`src/design/pca_pkg.sv`:
```
// Shared types, widths and constants of the conditional anti-windup PID block.
package pca_pkg;

   // Field and register widths
   localparam int GAIN_W     = 24;
   localparam int VAL_W      = 32;
   localparam int DT_W       = 24;
   localparam int ERR_W      = VAL_W + 1;
   localparam int CSR_IDX_W  = 3;

   // Shared multiplier: 24-bit unsigned times 40-bit signed in two 20-bit halves
   localparam int MUL_X_W    = 40;
   localparam int MUL_LO_W   = 20;
   localparam int MUL_HI_W   = MUL_X_W - MUL_LO_W;
   localparam int PROD_W     = (GAIN_W + 1) + (MUL_HI_W + 1);
   localparam int SUM_W      = 64;

   // Derivative divider
   localparam int DER_MAG_W  = 38;
   localparam int DER_W      = DER_MAG_W + 1;
   localparam int DIV_STEPS  = DER_MAG_W / 2;
   localparam int DIV_CNT_W  = $clog2(DIV_STEPS);
   localparam int REM_W      = DT_W;
   localparam logic [DER_MAG_W-1:0] DER_LIMIT = '1;

   // Term widths after the fixed-point shifts
   localparam int P_W        = 42;
   localparam int I_W        = 40;
   localparam int INC_W      = 33;
   localparam int D_W        = 47;
   localparam int POT_W      = P_W + 1;
   localparam int ACC_SUM_W  = INC_W + 1;
   localparam int DRV_SUM_W  = 49;

   localparam logic signed [VAL_W-1:0] NEAR_ZERO_POS = 32'sd655;
   localparam logic signed [VAL_W-1:0] NEAR_ZERO_NEG = -32'sd655;

   typedef enum logic [CSR_IDX_W-1:0] {
      REG_GAIN_P      = 3'd0,
      REG_GAIN_I      = 3'd1,
      REG_GAIN_D      = 3'd2,
      REG_DRIVE_UPPER = 3'd3,
      REG_DRIVE_LOWER = 3'd4,
      REG_ACCUM_UPPER = 3'd5,
      REG_ACCUM_LOWER = 3'd6
   } csr_reg_type;

   typedef struct packed {
      logic        [GAIN_W-1:0] gain_proportional;
      logic        [GAIN_W-1:0] gain_integral;
      logic        [GAIN_W-1:0] gain_derivative;
      logic signed [VAL_W-1:0]  drive_upper;
      logic signed [VAL_W-1:0]  drive_lower;
      logic signed [VAL_W-1:0]  accum_upper;
      logic signed [VAL_W-1:0]  accum_lower;
   } cfg_type;

   typedef struct packed {
      logic                      start;
      logic        [GAIN_W-1:0]  a;
      logic signed [MUL_X_W-1:0] x;
   } mul_req_type;

   typedef struct packed {
      logic                    done;
      logic signed [SUM_W-1:0] product;
   } mul_rsp_type;

   typedef struct packed {
      logic                    start;
      logic signed [ERR_W-1:0] diff;
      logic        [DT_W-1:0]  dt;
   } div_req_type;

   typedef struct packed {
      logic                    valid;
      logic signed [DER_W-1:0] der;
   } div_rsp_type;

   typedef enum logic [1:0] {
      MUL_IDLE,
      MUL_LOW,
      MUL_ADD
   } mul_phase_type;

   typedef enum logic [3:0] {
      SEQ_IDLE,
      SEQ_P_ISSUE,
      SEQ_P_WAIT,
      SEQ_I0_ISSUE,
      SEQ_I0_WAIT,
      SEQ_INC_ISSUE,
      SEQ_INC_WAIT,
      SEQ_I_ISSUE,
      SEQ_I_WAIT,
      SEQ_D_ISSUE,
      SEQ_D_WAIT,
      SEQ_PUSH
   } seq_state_type;

endpackage

```
`src/design/pca_mul.sv`:
```
// Shared multiplier: 24-bit unsigned by 40-bit signed.
module pca_mul (
   input  logic               clock,
   input  logic               reset,
   input  pca_pkg::mul_req_type mul_req,
   output pca_pkg::mul_rsp_type mul_rsp
);
   import pca_pkg::*;

   mul_phase_type             phase_ff, phase_in;
   logic        [GAIN_W-1:0]  a_ff;
   logic        [MUL_LO_W-1:0] lo_ff;
   logic signed [PROD_W-1:0]  prod_ff;
   logic signed [SUM_W-1:0]   sum_ff;
   logic                      done_ff;

   logic        [GAIN_W-1:0]  op_a;
   logic signed [GAIN_W:0]    op_a_s;
   logic signed [MUL_LO_W:0]  op_x;
   logic signed [PROD_W-1:0]  product_in;

   // High half straight from the request, low half from the latched operand
   always_comb begin
      if (phase_ff == MUL_IDLE) begin
         op_a = mul_req.a;
         op_x = signed'({mul_req.x[MUL_X_W-1], mul_req.x[MUL_X_W-1:MUL_LO_W]});
      end else begin
         op_a = a_ff;
         op_x = signed'({1'b0, lo_ff});
      end
      op_a_s     = signed'({1'b0, op_a});
      product_in = op_a_s * op_x;
   end

   always_comb begin
      case (phase_ff)
         MUL_IDLE: phase_in = mul_req.start ? MUL_LOW : MUL_IDLE;
         MUL_LOW:  phase_in = MUL_ADD;
         MUL_ADD:  phase_in = MUL_IDLE;
         default:  phase_in = MUL_IDLE;
      endcase
   end

   always_ff @(posedge clock) begin
      if (reset) begin
         phase_ff <= MUL_IDLE;
         done_ff  <= 1'b0;
      end else begin
         phase_ff <= phase_in;
         done_ff  <= (phase_ff == MUL_ADD);
      end
   end

   always_ff @(posedge clock) begin
      case (phase_ff)
         MUL_IDLE: begin
            if (mul_req.start) begin
               a_ff    <= mul_req.a;
               lo_ff   <= mul_req.x[MUL_LO_W-1:0];
               prod_ff <= product_in;
            end
         end
         MUL_LOW: begin
            sum_ff  <= SUM_W'(prod_ff);
            prod_ff <= product_in;
         end
         MUL_ADD: begin
            sum_ff <= (sum_ff <<< MUL_LO_W) + SUM_W'(prod_ff);
         end
         default: begin
            sum_ff <= sum_ff;
         end
      endcase
   end

   assign mul_rsp.done    = done_ff;
   assign mul_rsp.product = sum_ff;

endmodule

```
`src/design/pca_div.sv`:
```
// Radix-4 restoring divider for the derivative rate, with early saturation.
module pca_div (
   input  logic               clock,
   input  logic               reset,
   input  pca_pkg::div_req_type div_req,
   output pca_pkg::div_rsp_type div_rsp
);
   import pca_pkg::*;

   logic                  busy_ff;
   logic                  valid_ff;
   logic                  sat_ff;
   logic                  neg_ff;
   logic [DIV_CNT_W-1:0]  cnt_ff;
   logic [REM_W-1:0]      rem_ff;
   logic [DER_MAG_W-1:0]  q_ff;
   logic [DT_W-1:0]       dt_ff;

   logic [ERR_W-1:0]      mag;
   logic                  sat;
   logic [REM_W:0]        r1;
   logic [REM_W:0]        r1s;
   logic [REM_W:0]        r2;
   logic [REM_W:0]        r2s;
   logic                  b1;
   logic                  b2;
   logic [DER_MAG_W-1:0]  mag_q;
   logic [DER_W-1:0]      der_mag;

   // Quotient reaches 2^38 exactly when |diff| >= dt * 2^14
   always_comb begin
      mag = div_req.diff[ERR_W-1] ? ERR_W'(-div_req.diff) : ERR_W'(div_req.diff);
      sat = {{(DER_MAG_W-ERR_W){1'b0}}, mag} >= {div_req.dt, 14'b0};
   end

   // Two quotient bits per cycle
   always_comb begin
      r1  = {rem_ff, q_ff[DER_MAG_W-1]};
      b1  = r1 >= {1'b0, dt_ff};
      r1s = b1 ? r1 - {1'b0, dt_ff} : r1;
      r2  = {r1s[REM_W-1:0], q_ff[DER_MAG_W-2]};
      b2  = r2 >= {1'b0, dt_ff};
      r2s = b2 ? r2 - {1'b0, dt_ff} : r2;
   end

   always_ff @(posedge clock) begin
      if (reset) begin
         busy_ff  <= 1'b0;
         valid_ff <= 1'b0;
      end else if (div_req.start) begin
         busy_ff  <= !sat;
         valid_ff <= sat;
      end else if (busy_ff && cnt_ff == DIV_CNT_W'(DIV_STEPS - 1)) begin
         busy_ff  <= 1'b0;
         valid_ff <= 1'b1;
      end
   end

   always_ff @(posedge clock) begin
      if (div_req.start) begin
         sat_ff <= sat;
         neg_ff <= div_req.diff[ERR_W-1];
         dt_ff  <= div_req.dt;
         cnt_ff <= '0;
         rem_ff <= {{(REM_W-(ERR_W-14)){1'b0}}, mag[ERR_W-1:14]};
         q_ff   <= {mag[13:0], {(DER_MAG_W-14){1'b0}}};
      end else if (busy_ff) begin
         cnt_ff <= cnt_ff + 1'b1;
         rem_ff <= r2s[REM_W-1:0];
         q_ff   <= {q_ff[DER_MAG_W-3:0], b1, b2};
      end
   end

   always_comb begin
      mag_q   = sat_ff ? DER_LIMIT : q_ff;
      der_mag = {1'b0, mag_q};
      div_rsp.valid = valid_ff;
      div_rsp.der   = neg_ff ? signed'(-der_mag) : signed'(der_mag);
   end

endmodule

```
`src/design/pca_csr.sv`:
```
// Configuration register file: gains and clamp limits.
module pca_csr (
   input  logic                            clock,
   input  logic                            reset,
   input  logic                            csr_write_enable,
   input  logic [pca_pkg::CSR_IDX_W-1:0]   csr_index,
   input  logic [pca_pkg::VAL_W-1:0]       csr_write_data,
   output pca_pkg::cfg_type                cfg
);
   import pca_pkg::*;

   cfg_type cfg_ff;

   always_ff @(posedge clock) begin
      if (reset) begin
         cfg_ff.gain_proportional <= 24'd196608;
         cfg_ff.gain_integral     <= 24'd65536;
         cfg_ff.gain_derivative   <= 24'd22938;
         cfg_ff.drive_upper       <= 32'sd655360;
         cfg_ff.drive_lower       <= -32'sd655360;
         cfg_ff.accum_upper       <= 32'sd655360;
         cfg_ff.accum_lower       <= -32'sd655360;
      end else if (csr_write_enable) begin
         case (csr_index)
            REG_GAIN_P:      cfg_ff.gain_proportional <= csr_write_data[GAIN_W-1:0];
            REG_GAIN_I:      cfg_ff.gain_integral     <= csr_write_data[GAIN_W-1:0];
            REG_GAIN_D:      cfg_ff.gain_derivative   <= csr_write_data[GAIN_W-1:0];
            REG_DRIVE_UPPER: cfg_ff.drive_upper       <= signed'(csr_write_data);
            REG_DRIVE_LOWER: cfg_ff.drive_lower       <= signed'(csr_write_data);
            REG_ACCUM_UPPER: cfg_ff.accum_upper       <= signed'(csr_write_data);
            REG_ACCUM_LOWER: cfg_ff.accum_lower       <= signed'(csr_write_data);
            default:         cfg_ff <= cfg_ff;
         endcase
      end
   end

   assign cfg = cfg_ff;

endmodule

```
`src/design/pca_core.sv`:
```
// Sequencer and term datapath around the shared multiplier and the divider.
module pca_core (
   input  logic                              clock,
   input  logic                              reset,
   input  pca_pkg::cfg_type                  cfg,
   input  logic                              req_valid,
   output logic                              req_ready,
   input  logic signed [pca_pkg::VAL_W-1:0]  req_target,
   input  logic signed [pca_pkg::VAL_W-1:0]  req_measurement,
   input  logic        [pca_pkg::DT_W-1:0]   req_time_step,
   output logic                              rsp_valid,
   input  logic                              rsp_ready,
   output logic signed [pca_pkg::VAL_W-1:0]  rsp_drive
);
   import pca_pkg::*;

   seq_state_type state_ff, state_in;

   logic signed [ERR_W-1:0]  err_ff;
   logic signed [VAL_W-1:0]  meas_ff;
   logic        [DT_W-1:0]   dt_ff;
   logic signed [VAL_W-1:0]  accum_ff;
   logic signed [VAL_W-1:0]  last_meas_ff;
   logic signed [P_W-1:0]    p_ff;
   logic signed [I_W-1:0]    i_ff;
   logic                     integrate_ff;
   logic signed [VAL_W-1:0]  drive_ff;
   logic                     rsp_valid_ff;
   logic signed [VAL_W-1:0]  rsp_drive_ff;

   mul_req_type mul_req;
   mul_rsp_type mul_rsp;
   div_req_type div_req;
   div_rsp_type div_rsp;

   logic                     accepted;
   logic                     near_zero;
   logic                     out_free;
   logic        [DT_W-1:0]   dt_fix;
   logic signed [P_W-1:0]    p_new;
   logic signed [I_W-1:0]    i_new;
   logic signed [INC_W-1:0]  inc_new;
   logic signed [D_W-1:0]    d_new;
   logic signed [POT_W-1:0]  pot;
   logic signed [POT_W-1:0]  pot_hi;
   logic signed [POT_W-1:0]  pot_lo;
   logic                     err_pos;
   logic                     err_neg;
   logic                     integrate;
   logic signed [ACC_SUM_W-1:0] acc_sum;
   logic signed [ACC_SUM_W-1:0] acc_top;
   logic signed [VAL_W-1:0]  acc_new;
   logic signed [DRV_SUM_W-1:0] drv_sum;
   logic signed [DRV_SUM_W-1:0] drv_top;
   logic signed [VAL_W-1:0]  drv_new;

   pca_mul u_mul (
      .clock   (clock),
      .reset   (reset),
      .mul_req (mul_req),
      .mul_rsp (mul_rsp)
   );

   pca_div u_div (
      .clock   (clock),
      .reset   (reset),
      .div_req (div_req),
      .div_rsp (div_rsp)
   );

   // Accept and launch the derivative division at once
   always_comb begin
      accepted  = req_valid && (state_ff == SEQ_IDLE);
      near_zero = (req_target <= NEAR_ZERO_POS) && (req_target >= NEAR_ZERO_NEG);
      dt_fix    = (req_time_step == '0) ? DT_W'(1) : req_time_step;
      out_free  = !rsp_valid_ff || rsp_ready;
      div_req.start = accepted;
      div_req.diff  = ERR_W'(req_measurement) - ERR_W'(last_meas_ff);
      div_req.dt    = dt_fix;
   end

   // Term arithmetic on the multiplier result
   always_comb begin
      p_new   = mul_rsp.product[P_W+15:16];
      i_new   = mul_rsp.product[I_W+15:16];
      inc_new = mul_rsp.product[INC_W+23:24];
      d_new   = mul_rsp.product[D_W+15:16];

      pot     = POT_W'(p_ff) + POT_W'(i_new);
      pot_hi  = POT_W'(cfg.drive_upper);
      pot_lo  = POT_W'(cfg.drive_lower);
      err_neg = err_ff[ERR_W-1];
      err_pos = !err_ff[ERR_W-1] && (err_ff != '0);
      integrate = ((pot < pot_hi) && (pot > pot_lo)) ||
                  (err_pos && (pot < pot_lo)) ||
                  (err_neg && (pot > pot_hi));

      // Upper clamp first, lower clamp wins
      acc_sum = ACC_SUM_W'(accum_ff) + ACC_SUM_W'(inc_new);
      acc_top = (acc_sum > ACC_SUM_W'(cfg.accum_upper)) ?
                ACC_SUM_W'(cfg.accum_upper) : acc_sum;
      acc_new = (acc_top < ACC_SUM_W'(cfg.accum_lower)) ?
                cfg.accum_lower : acc_top[VAL_W-1:0];

      drv_sum = DRV_SUM_W'(p_ff) + DRV_SUM_W'(i_ff) - DRV_SUM_W'(d_new);
      drv_top = (drv_sum > DRV_SUM_W'(cfg.drive_upper)) ?
                DRV_SUM_W'(cfg.drive_upper) : drv_sum;
      drv_new = (drv_top < DRV_SUM_W'(cfg.drive_lower)) ?
                cfg.drive_lower : drv_top[VAL_W-1:0];
   end

   // Next state
   always_comb begin
      case (state_ff)
         SEQ_IDLE:      state_in = req_valid ? SEQ_P_ISSUE : SEQ_IDLE;
         SEQ_P_ISSUE:   state_in = SEQ_P_WAIT;
         SEQ_P_WAIT:    state_in = mul_rsp.done ? SEQ_I0_ISSUE : SEQ_P_WAIT;
         SEQ_I0_ISSUE:  state_in = SEQ_I0_WAIT;
         SEQ_I0_WAIT:   state_in = mul_rsp.done ? SEQ_INC_ISSUE : SEQ_I0_WAIT;
         SEQ_INC_ISSUE: state_in = SEQ_INC_WAIT;
         SEQ_INC_WAIT:  state_in = mul_rsp.done ? SEQ_I_ISSUE : SEQ_INC_WAIT;
         SEQ_I_ISSUE:   state_in = SEQ_I_WAIT;
         SEQ_I_WAIT:    state_in = mul_rsp.done ? SEQ_D_ISSUE : SEQ_I_WAIT;
         SEQ_D_ISSUE:   state_in = div_rsp.valid ? SEQ_D_WAIT : SEQ_D_ISSUE;
         SEQ_D_WAIT:    state_in = mul_rsp.done ? SEQ_PUSH : SEQ_D_WAIT;
         SEQ_PUSH:      state_in = out_free ? SEQ_IDLE : SEQ_PUSH;
         default:       state_in = SEQ_IDLE;
      endcase
   end

   // Multiplier operand selection
   always_comb begin
      mul_req.start = 1'b0;
      mul_req.a     = cfg.gain_proportional;
      mul_req.x     = MUL_X_W'(err_ff);
      case (state_ff)
         SEQ_P_ISSUE: begin
            mul_req.start = 1'b1;
         end
         SEQ_I0_ISSUE, SEQ_I_ISSUE: begin
            mul_req.start = 1'b1;
            mul_req.a     = cfg.gain_integral;
            mul_req.x     = MUL_X_W'(accum_ff);
         end
         SEQ_INC_ISSUE: begin
            mul_req.start = 1'b1;
            mul_req.a     = dt_ff;
         end
         SEQ_D_ISSUE: begin
            mul_req.start = div_rsp.valid;
            mul_req.a     = cfg.gain_derivative;
            mul_req.x     = MUL_X_W'(div_rsp.der);
         end
         default: begin
            mul_req.start = 1'b0;
         end
      endcase
   end

   // Control and controller state
   always_ff @(posedge clock) begin
      if (reset) begin
         state_ff     <= SEQ_IDLE;
         rsp_valid_ff <= 1'b0;
         accum_ff     <= '0;
         last_meas_ff <= '0;
      end else begin
         state_ff <= state_in;
         if (accepted && near_zero) begin
            accum_ff <= '0;
         end else if (state_ff == SEQ_INC_WAIT && mul_rsp.done && integrate_ff) begin
            accum_ff <= acc_new;
         end
         if (state_ff == SEQ_D_WAIT && mul_rsp.done) begin
            last_meas_ff <= meas_ff;
         end
         if (state_ff == SEQ_PUSH && out_free) begin
            rsp_valid_ff <= 1'b1;
         end else if (rsp_ready) begin
            rsp_valid_ff <= 1'b0;
         end
      end
   end

   // Payload
   always_ff @(posedge clock) begin
      if (accepted) begin
         err_ff  <= ERR_W'(req_target) - ERR_W'(req_measurement);
         meas_ff <= req_measurement;
         dt_ff   <= dt_fix;
      end
      if (state_ff == SEQ_P_WAIT && mul_rsp.done) begin
         p_ff <= p_new;
      end
      if (state_ff == SEQ_I0_WAIT && mul_rsp.done) begin
         integrate_ff <= integrate;
      end
      if (state_ff == SEQ_I_WAIT && mul_rsp.done) begin
         i_ff <= i_new;
      end
      if (state_ff == SEQ_D_WAIT && mul_rsp.done) begin
         drive_ff <= drv_new;
      end
      if (state_ff == SEQ_PUSH && out_free) begin
         rsp_drive_ff <= drive_ff;
      end
   end

   assign req_ready = (state_ff == SEQ_IDLE);
   assign rsp_valid = rsp_valid_ff;
   assign rsp_drive = rsp_drive_ff;

endmodule

```
`src/design/pid_conditional_antiwindup_top.sv`:
```
// Top level of the fixed-point PID controller with conditional-integration anti-windup.
//
//   channel | direction | handshake              | payload
//   --------+-----------+------------------------+----------------------------------------
//   req     | in        | req_valid / req_ready  | req_target, req_measurement, req_time_step
//   rsp     | out       | rsp_valid / rsp_ready  | rsp_drive
//   csr     | in        | csr_write_enable       | csr_index, csr_write_data
//
// The radix-4 divider starts on acceptance, beside four products (P, I before integration,
// increment, I after); the D product follows the division, and the load of the result
// ends the item. A saturated rate skips the division. req_ready is high only while the
// sequencer is idle; a held result stalls only the load of the next one.
// Reset is synchronous and active high; it restores the register defaults and clears the state.
module pid_conditional_antiwindup_top (
   input  logic                              clock,
   input  logic                              reset,

   input  logic                              req_valid,
   output logic                              req_ready,
   input  logic signed [pca_pkg::VAL_W-1:0]  req_target,
   input  logic signed [pca_pkg::VAL_W-1:0]  req_measurement,
   input  logic        [pca_pkg::DT_W-1:0]   req_time_step,

   output logic                              rsp_valid,
   input  logic                              rsp_ready,
   output logic signed [pca_pkg::VAL_W-1:0]  rsp_drive,

   input  logic                              csr_write_enable,
   input  logic [pca_pkg::CSR_IDX_W-1:0]     csr_index,
   input  logic [pca_pkg::VAL_W-1:0]         csr_write_data
);
   import pca_pkg::*;

   cfg_type cfg;

   // Gains and limits; the user writes them only while no item is in flight; not enforced
   pca_csr u_csr (
      .clock            (clock),
      .reset            (reset),
      .csr_write_enable (csr_write_enable),
      .csr_index        (csr_index),
      .csr_write_data   (csr_write_data),
      .cfg              (cfg)
   );

   // Sequencer, shared multiplier, divider and output register
   pca_core u_core (
      .clock           (clock),
      .reset           (reset),
      .cfg             (cfg),
      .req_valid       (req_valid),
      .req_ready       (req_ready),
      .req_target      (req_target),
      .req_measurement (req_measurement),
      .req_time_step   (req_time_step),
      .rsp_valid       (rsp_valid),
      .rsp_ready       (rsp_ready),
      .rsp_drive       (rsp_drive)
   );

endmodule

```
`config.mk`:
```
export PLATFORM = sky130hd
export DESIGN_NAME = pid_conditional_antiwindup_top
export DESIGN_NICKNAME = d
export VERILOG_FILES = /design/src/design/pca_pkg.sv /design/src/design/pca_mul.sv /design/src/design/pca_div.sv /design/src/design/pca_csr.sv /design/src/design/pca_core.sv /design/src/design/pid_conditional_antiwindup_top.sv
export SDC_FILE = /design/constraint.sdc
export NUM_CORES = 2
export LEC_CHECK = 0
export ABC_AREA = 1
export BUFFER_PORTS_ARGS = -buffer_cell sky130_fd_sc_hd__buf_2
export CORE_ASPECT_RATIO = 1.2
export CORE_MARGIN = 3
export CORE_UTILIZATION = 55
export CTS_CLUSTER_DIAMETER = 50
export DETAILED_ROUTE_END_ITERATION = 10
export MAX_ROUTING_LAYER = met4
export PLACE_DENSITY = 0.71
export SYNTH_ARGS = -nofsm -noshare
export SYNTH_HDL_FRONTEND = slang
export SYNTH_SLANG_ARGS = --single-unit
```
`constraint.sdc`:
```
create_clock -name clock -period 10 [get_ports clock]
set_clock_uncertainty 0.2 [all_clocks]
set_input_delay 0 -clock clock [delete_from_list [all_inputs] [get_ports clock]]
set_output_delay 0 -clock clock [all_outputs]
set_load 0.01 [all_outputs]
```
# Yosys cells after proc, flatten, opt, wreduce, memory -nomap -nowiden
# Index checks and enable logic that the tools add are counted.
# word_totals
regBits	732
output_inout_bits	34
# op_classes
addsub	12
mul	1
magnitude_cmp	13
n_eq_ne	21
muxes	39
reduce_logical	43
# ops
operator	n
63-bit case mux with 2 select lines	1
38-bit two-way mux	3
24-bit two-way mux	4
46-bit case mux with 2 select lines	1
42-bit by 40-bit adder with 43-bit output	2
43-bit by 32-bit > comparator with 1-bit output	2
43-bit by 32-bit less-than comparator with 1-bit output	2
40-bit case mux with 2 select lines	1
24-bit case mux with 3 select lines	1
32-bit by 32-bit subtractor with 33-bit output	2
32-bit two-way mux	2
63-bit by 46-bit adder with 63-bit output	1
25-bit by 24-bit >= comparator with 1-bit output	2
49-bit by 32-bit > comparator with 1-bit output	1
49-bit by 32-bit less-than comparator with 1-bit output	1
49-bit two-way mux	1
4-bit case mux with 12 select lines	1
24-bit subtractor	2
43-bit by 47-bit subtractor with 48-bit output	1
25-bit by 21-bit multiplier with 46-bit output	1
46-bit two-way mux	1
39-bit two-way mux	1
38-bit negator with 39-bit output	1
33-bit by 38-bit >= comparator with 1-bit output	1
other kinds (39)	93

# Logic depth before layout (Yosys ltp)
# depth
depth_word	8
mapped_depth	50
depth_no_buf	47

# Cells and area by module
# From an unflattened synthesis, not the netlist that was laid out.
# unflattened
hier_cells	10207
area_unflattened_um2	75645.0
# by_module_without_submodules
mod	instances	cells_each	area_each_um2	seq_area_each_um2
pca_core	1	4275	31671.6	8468.1
pca_mul	1	3357	26583.0	4684.5
pca_div	1	1481	9710.6	2492.4
pca_csr	1	1094	7679.9	4003.8

# Worst setup path before layout
# No wires, ideal clock.
# synth_timing
path_kind	flip-flop to flip-flop
startpoint	register u_core.u_div.sat_ff
endpoint	register u_core.u_mul.prod_ff[44], data pin
arrival_time_ps	8391
path_slack_ps	1145
stages_incl_launch_ff	47
n_path_buf	4
period_less_slack_ps	8855
path_cell_list	edfxtp_1 > buf_6 > buf_2 > buf_1 > nor2_1 > ha_1 > nand3_1 > inv_1 > nand2_4 > nor2_8 > nand2_4 > nor3_4 > nand3_1 > nor3_2 > nand3_2 > o21ai_1 > nor2_1 > o21ai_1 > [... 11 more ...] > fa_1 > fa_1 > inv_1 > fa_1 > inv_1 > ha_1 > nand2_1 > nor2_1 > inv_1 > o21ai_0 > nand3_1 > o211ai_1 > a21oi_1 > o21ai_0 > nand2_1 > o211ai_1 > a31oi_1 > xor2_1
# synth_via
elab_chain_cells	8
# synth_rtl
element	line	text
from (decl)	pca_div.sv:12	logic sat_ff;
from (signal assigned)	pca_div.sv:61	sat_ff <= sat;
38-bit two-way mux *	pca_div.sv:75	mag_q = sat_ff ? DER_LIMIT : q_ff;
38-bit negator with 39-bit output	pca_div.sv:78	div_rsp.der = neg_ff ? signed'(-der_mag) : signed'(der_mag);
39-bit two-way mux *	pca_div.sv:78	
40-bit case mux with 2 select lines *	pca_core.sv:136	case (state_ff)
21-bit two-way mux *	pca_mul.sv:24	if (phase_ff == MUL_IDLE) begin
25-bit by 21-bit multiplier with 46-bit output *	pca_mul.sv:32	product_in = op_a_s * op_x;
via u_core.u_mul.product_in[44]	pca_mul.sv:20	logic signed [PROD_W-1:0] product_in;
46-bit two-way mux	pca_mul.sv:57	if (mul_req.start) begin
46-bit case mux with 2 select lines *	pca_mul.sv:55	case (phase_ff)
to (signal assigned)	pca_mul.sv:60	prod_ff <= product_in;
to (signal assigned)	pca_mul.sv:65	prod_ff <= product_in;
to (decl)	pca_mul.sv:13	logic signed [PROD_W-1:0] prod_ff;
# The timed path passes the listed nets; every way through them passes the cells marked *. The select of a mux whose other input is x is not followed.
# A chain may end at the register's enable or synchronous reset.

# Final worst setup path
# layout_timing
startpoint	register u_core.u_mul.sum_ff[17]
endpoint	register u_core.drive_ff[28], data pin
# layout_via
elab_chain_cells	5
# layout_rtl
element	line	text
from (decl)	pca_mul.sv:14	logic signed [SUM_W-1:0] sum_ff;
from (signal assigned)	pca_mul.sv:64	sum_ff <= SUM_W'(prod_ff);
from (signal assigned)	pca_mul.sv:68	sum_ff <= (sum_ff <<< MUL_LO_W) + SUM_W'(prod_ff);
from (signal assigned)	pca_mul.sv:71	sum_ff <= sum_ff;
43-bit by 47-bit subtractor with 48-bit output *	pca_core.sv:105	drv_sum = DRV_SUM_W'(p_ff) + DRV_SUM_W'(i_ff) - DRV_SUM_W'(d_new);
49-bit by 32-bit > comparator with 1-bit output	pca_core.sv:106	drv_top = (drv_sum > DRV_SUM_W'(cfg.drive_upper)) ?
49-bit two-way mux *	pca_core.sv:106	
49-bit by 32-bit less-than comparator with 1-bit output	pca_core.sv:108	drv_new = (drv_top < DRV_SUM_W'(cfg.drive_lower)) ?
32-bit two-way mux *	pca_core.sv:108	
via u_core.drv_new[28]	pca_core.sv:55	logic signed [VAL_W-1:0] drv_new;
to (signal assigned)	pca_core.sv:202	drive_ff <= drv_new;
to (decl)	pca_core.sv:27	logic signed [VAL_W-1:0] drive_ff;
# The timed path passes the listed nets; every way through them passes the cells marked *.

==> summary.txt <==
Status
  – Status: finished clean

Detailed routing
  – Pre-Repair DR Iteration Count: 6
  – Post-route DRC: 0
  – Detailed Route Iter0 Violations: 5290
  – Via density per instance: 5.829
  – Final wirelength: 265200 µm
  – Remaining antenna violation count after routing: 0
  – DR vias: 65850
  – Routed len/inst: 23.48 µm

Synth
  – Ys flop type: edfxtp_1
  – YS warnings: 0
  – Post-synth cell types: 72
  – Yosys top cell area share: 0.1801
  – Yosys top cell by area: edfxtp_1
  – Syn nets: 10440
  – #FFs+latches synth: 732
  – Mapped cell area: 70680 µm²
  – Post-synth EDFFs: 424
  – Top cells by area, synth: edfxtp_1 18%, fa_1 13%, ha_1 13%
  – Cells after synthesis: 9105
  – Mean post-synth cell area: 7.763 µm²
  – Asr flop ratio synth: 0
  – Post-synthesis sequential area ratio: 0.2674

Worst hold path
  – Worst hold start: csr_write_data[12]
  – Hold Path End: u_csr.cfg[164]
  – Worst hold stages: 4
  – Hold Crit Class: input port to flop

Worst setup path
  – Most used cell, CP: nand2_1
  – R2R Setup Slk: 0.34 ns
  – Setup crit start kind: flop
  – Setup CP Type: flop to flop
  – FF-to-FF End: u_core.drive_ff[28]
  – CP peak stage delay: 0.75 ns
  – Buf/Inv on CP: 6
  – R2R cell count: 43
  – Worst Path Max Fanout: 32
  – Critical Path RT: 10.24 ns
  – CP arrival: 9.91 ns
  – Reg-to-Reg Start: u_core.u_mul.sum_ff[17]
  – CP top delay family: simple AND/OR/NAND/NOR gates
  – Slowest CP cell: edfxtp_1
  – Worst setup EP type: flop

STA
  – Least-Margin Pin Slew: 1.347 ns
  – Fmax: 0.1035 GHz
  – Final Hold Viols: 0
  – Max_slew headroom: 0.09258
  – Period utilisation layout: 0.9665
  – Slew Limit Fails: 0
  – RSZ-0062 raised after global routing: false
  – Setup TNS: 0 ns
  – Setup-failing EPs final: 0
  – Crit path time final: 9.665 ns

Die
  – Core area: 127000 µm²
  – Die area: 132900 µm²
  – Die width: 333.2 µm
  – IO Pins: 162
  – DIE HEIGHT: 398.7 µm
  – Std cell rows: 143
  – Starting Density: 0.5564

GRT
  – Largest net degree at the start of global routing: 129
  – Gr ovfl total: 0
  – Initial antenna violation count: 2
  – Vias in the first global route: 66390
  – First-pass GRT wire length: 396400 µm
  – All-Layer GR Usage: 0.4068

CTS
  – Clock transition at the registers of the reported paths: 0.07 ns
  – Clock Tree Buf Depth: 3
  – Num CTS Buffers: 93
  – Clock Latency Late Sink: 0.75 ns
  – Clk sinks: 732
  – H-tree levels: 3
  – CTS tree: done
  – Clk root buf: clkbuf_16

Final layout
  – Register area: 18900 µm²
  – Layout area overhead: 13.43%
  – Core Util, Final: 0.6311
  – Final nets: 10880
  – Proportion of layout cells with a drive suffix above 1: 0.07075
  – Area occupied by multi-input gates: 44620 µm²
  – Filler cells: 11190

Power and ir drop
  – Maximum VDD drop: 1009 µV
  – Pwr dens: 289.6 nW/µm²
  – PnR Total Power: 23.21 mW
  – P_leak: 37.97 nW

Run
  – Max Cap Violations: 0

Place
  – DP HPWL: 208500 µm
  – Final GP Congestion: 1.033
  – Port bufs: 161
## worst reg2reg max path, delay by kind of cell, from the launching register on
| kind | cells | cell delay [ns] |
|---|---|---|
| AOI/OAI and AO/OA | 12 | 2.93 |
| adders and majority gates | 4 | 1.40 |
| buffers and inverters | 6 | 0.90 |
| DFF | 1 | 0.75 |
| and+or+nand+nor | 21 | 3.22 |
## placed cells by master, fill, tap and decap left out, types with 10 or more instances in the layout
| cell | synthesis | routed |
|---|---|---|
| nand2_1 | 1670 | 1668 |
| inv_1 | 1596 | 1593 |
| nor2_1 | 783 | 776 |
| ha_1 | 732 | 731 |
| a21oi_1 | 726 | 725 |
| o21ai_0 | 602 | 592 |
| fa_1 | 470 | 470 |
| edfxtp_1 | 424 | 424 |
| nand3_1 | 342 | 341 |
| dfxtp_1 | 308 | 308 |
| dlygate4sd3_1 | 0 | 249 |
| buf_4 | 4 | 213 |
| xor2_1 | 184 | 183 |
| buf_2 | 42 | 161 |
| xnor2_1 | 114 | 114 |
| nand4_1 | 100 | 100 |
| clkbuf_16 | 0 | 97 |
| o211ai_1 | 88 | 88 |
| nor3_1 | 77 | 75 |
| o21ai_1 | 63 | 69 |
| a31oi_1 | 60 | 60 |
| nor4_1 | 56 | 56 |
| o21a_1 | 51 | 51 |
| a21o_1 | 36 | 36 |
| inv_2 | 29 | 28 |
| o2111ai_1 | 27 | 27 |
| a21boi_0 | 26 | 26 |
| o21bai_1 | 25 | 25 |
| or2_2 | 25 | 25 |
| nand2_2 | 23 | 24 |
| a22oi_1 | 23 | 23 |
| o221ai_1 | 19 | 19 |
| nand3b_1 | 17 | 17 |
| clkbuf_1 | 213 | 11 |
| a221oi_1 | 10 | 10 |
| a21oi_2 | 10 | 10 |
| inv_6 | 0 | 10 |
## routing by layer
layer  part of all wire  global-route usage  vias up
li1                   -                   -    30720
met1               0.36              0.4393    31210
met2               0.47              0.6687     2957
met3              0.075             0.07064      959
met4              0.095              0.3144        0
met5                  0                   -        -
## cell families (layout without fill, tap and decap cells)
family          Yosys count  count (layout)  share of synthesized area
compound gates         1820            1820                     0.1448
xor+xnor                299             299                    0.03716
fa+ha+maj              1202            1202                     0.2627
buf+inv                1916            2437                     0.1033
flops                   732             732                     0.2674
other cells               0               3                          0
simple gates           3136            3136                     0.1846
## how the worst max path moves through the flow
stage                                  from                       end  depth (start not counted)
floorplan               u_core.u_div.sat_ff  u_core.u_mul.prod_ff[44]                         46
finish              u_core.u_mul.sum_ff[17]       u_core.drive_ff[28]                         43
global route        u_core.u_mul.sum_ff[17]       u_core.drive_ff[28]                         42
global placement        u_core.u_div.sat_ff  u_core.u_mul.prod_ff[45]                         40
CTS                     u_core.u_div.sat_ff  u_core.u_mul.prod_ff[34]                         40
detailed placement      u_core.u_div.sat_ff  u_core.u_mul.prod_ff[34]                         40
## Yosys cell counts (26+ instances only)
cell,number
o21ai_1,63
edfxtp_1,424
inv_2,29
xnor2_1,114
a21o_1,36
dfxtp_1,308
fa_1,470
o211ai_1,88
a31oi_1,60
nor4_1,56
nor2_1,783
nor3_1,77
nand2_1,1670
buf_2,42
a21oi_1,726
o21a_1,51
o21ai_0,602
nand4_1,100
inv_1,1596
clkbuf_1,213
o2111ai_1,27
ha_1,732
nand3_1,342
xor2_1,184
a21boi_0,26
## power breakdown
| group | switching (mW) | internal (mW) | total (mW) |
|---|---|---|---|
| Sequential | 0.211 | 3.94 | 4.15 |
| Combinational | 10.0 | 5.44 | 15.5 |
| Clock | 1.51 | 2.10 | 3.60 |
## layout make-up
type	instances	area share
Timing Repair Buffer	631	0.06308
Clock inverter	58	0.009926
Antenna cell	3	0.00009364
Clock buffer	115	0.03199
Tap cell	1667	0.02602
Multi-Input combinational cell	6457	0.5565
Sequential cell	732	0.2357
Inverter	1633	0.07666
## registers in the layout (all words and copies together), names as in the netlist, 2 cells and up
register	flops
u_csr.cfg	200
u_core.u_mul.sum_ff	63
u_core.u_mul.prod_ff	46
u_core.p_ff	42
u_core.i_ff	40
u_core.u_div.q_ff	38
u_core.err_ff	33
u_core.accum_ff	32
u_core.drive_ff	32
u_core.last_meas_ff	32
u_core.meas_ff	32
u_core.rsp_drive	32
u_core.u_div.dt_ff	24
u_core.u_div.rem_ff	24
u_core.u_mul.a_ff	24
u_core.u_mul.lo_ff	20
u_core.u_div.cnt_ff	5
u_core.state_ff	4
u_core.u_mul.phase_ff	2
## per-stage QoR
step,cells,cell area [µm²],hold slack [ns],worst slack (ns)
global placement,10870,74220,-0.004411,0.5628
detailed placement,10870,74220,-0.004318,0.4523
CTS,11290,80080,0.001441,0.4177
global route,11300,80170,0.03438,0.005748
floorplan,9105,70680,-0.1011,1.145
finish,11300,80170,0.04033,0.3355
## timing repair
item,CTS,global route
hold endpoints to repair,319,0
resized for setup,0,17
hold buffers,249,0
endpoints found under the setup margin,0,22
buffers inserted,0,3
Power figures use the tool's default switching activity.
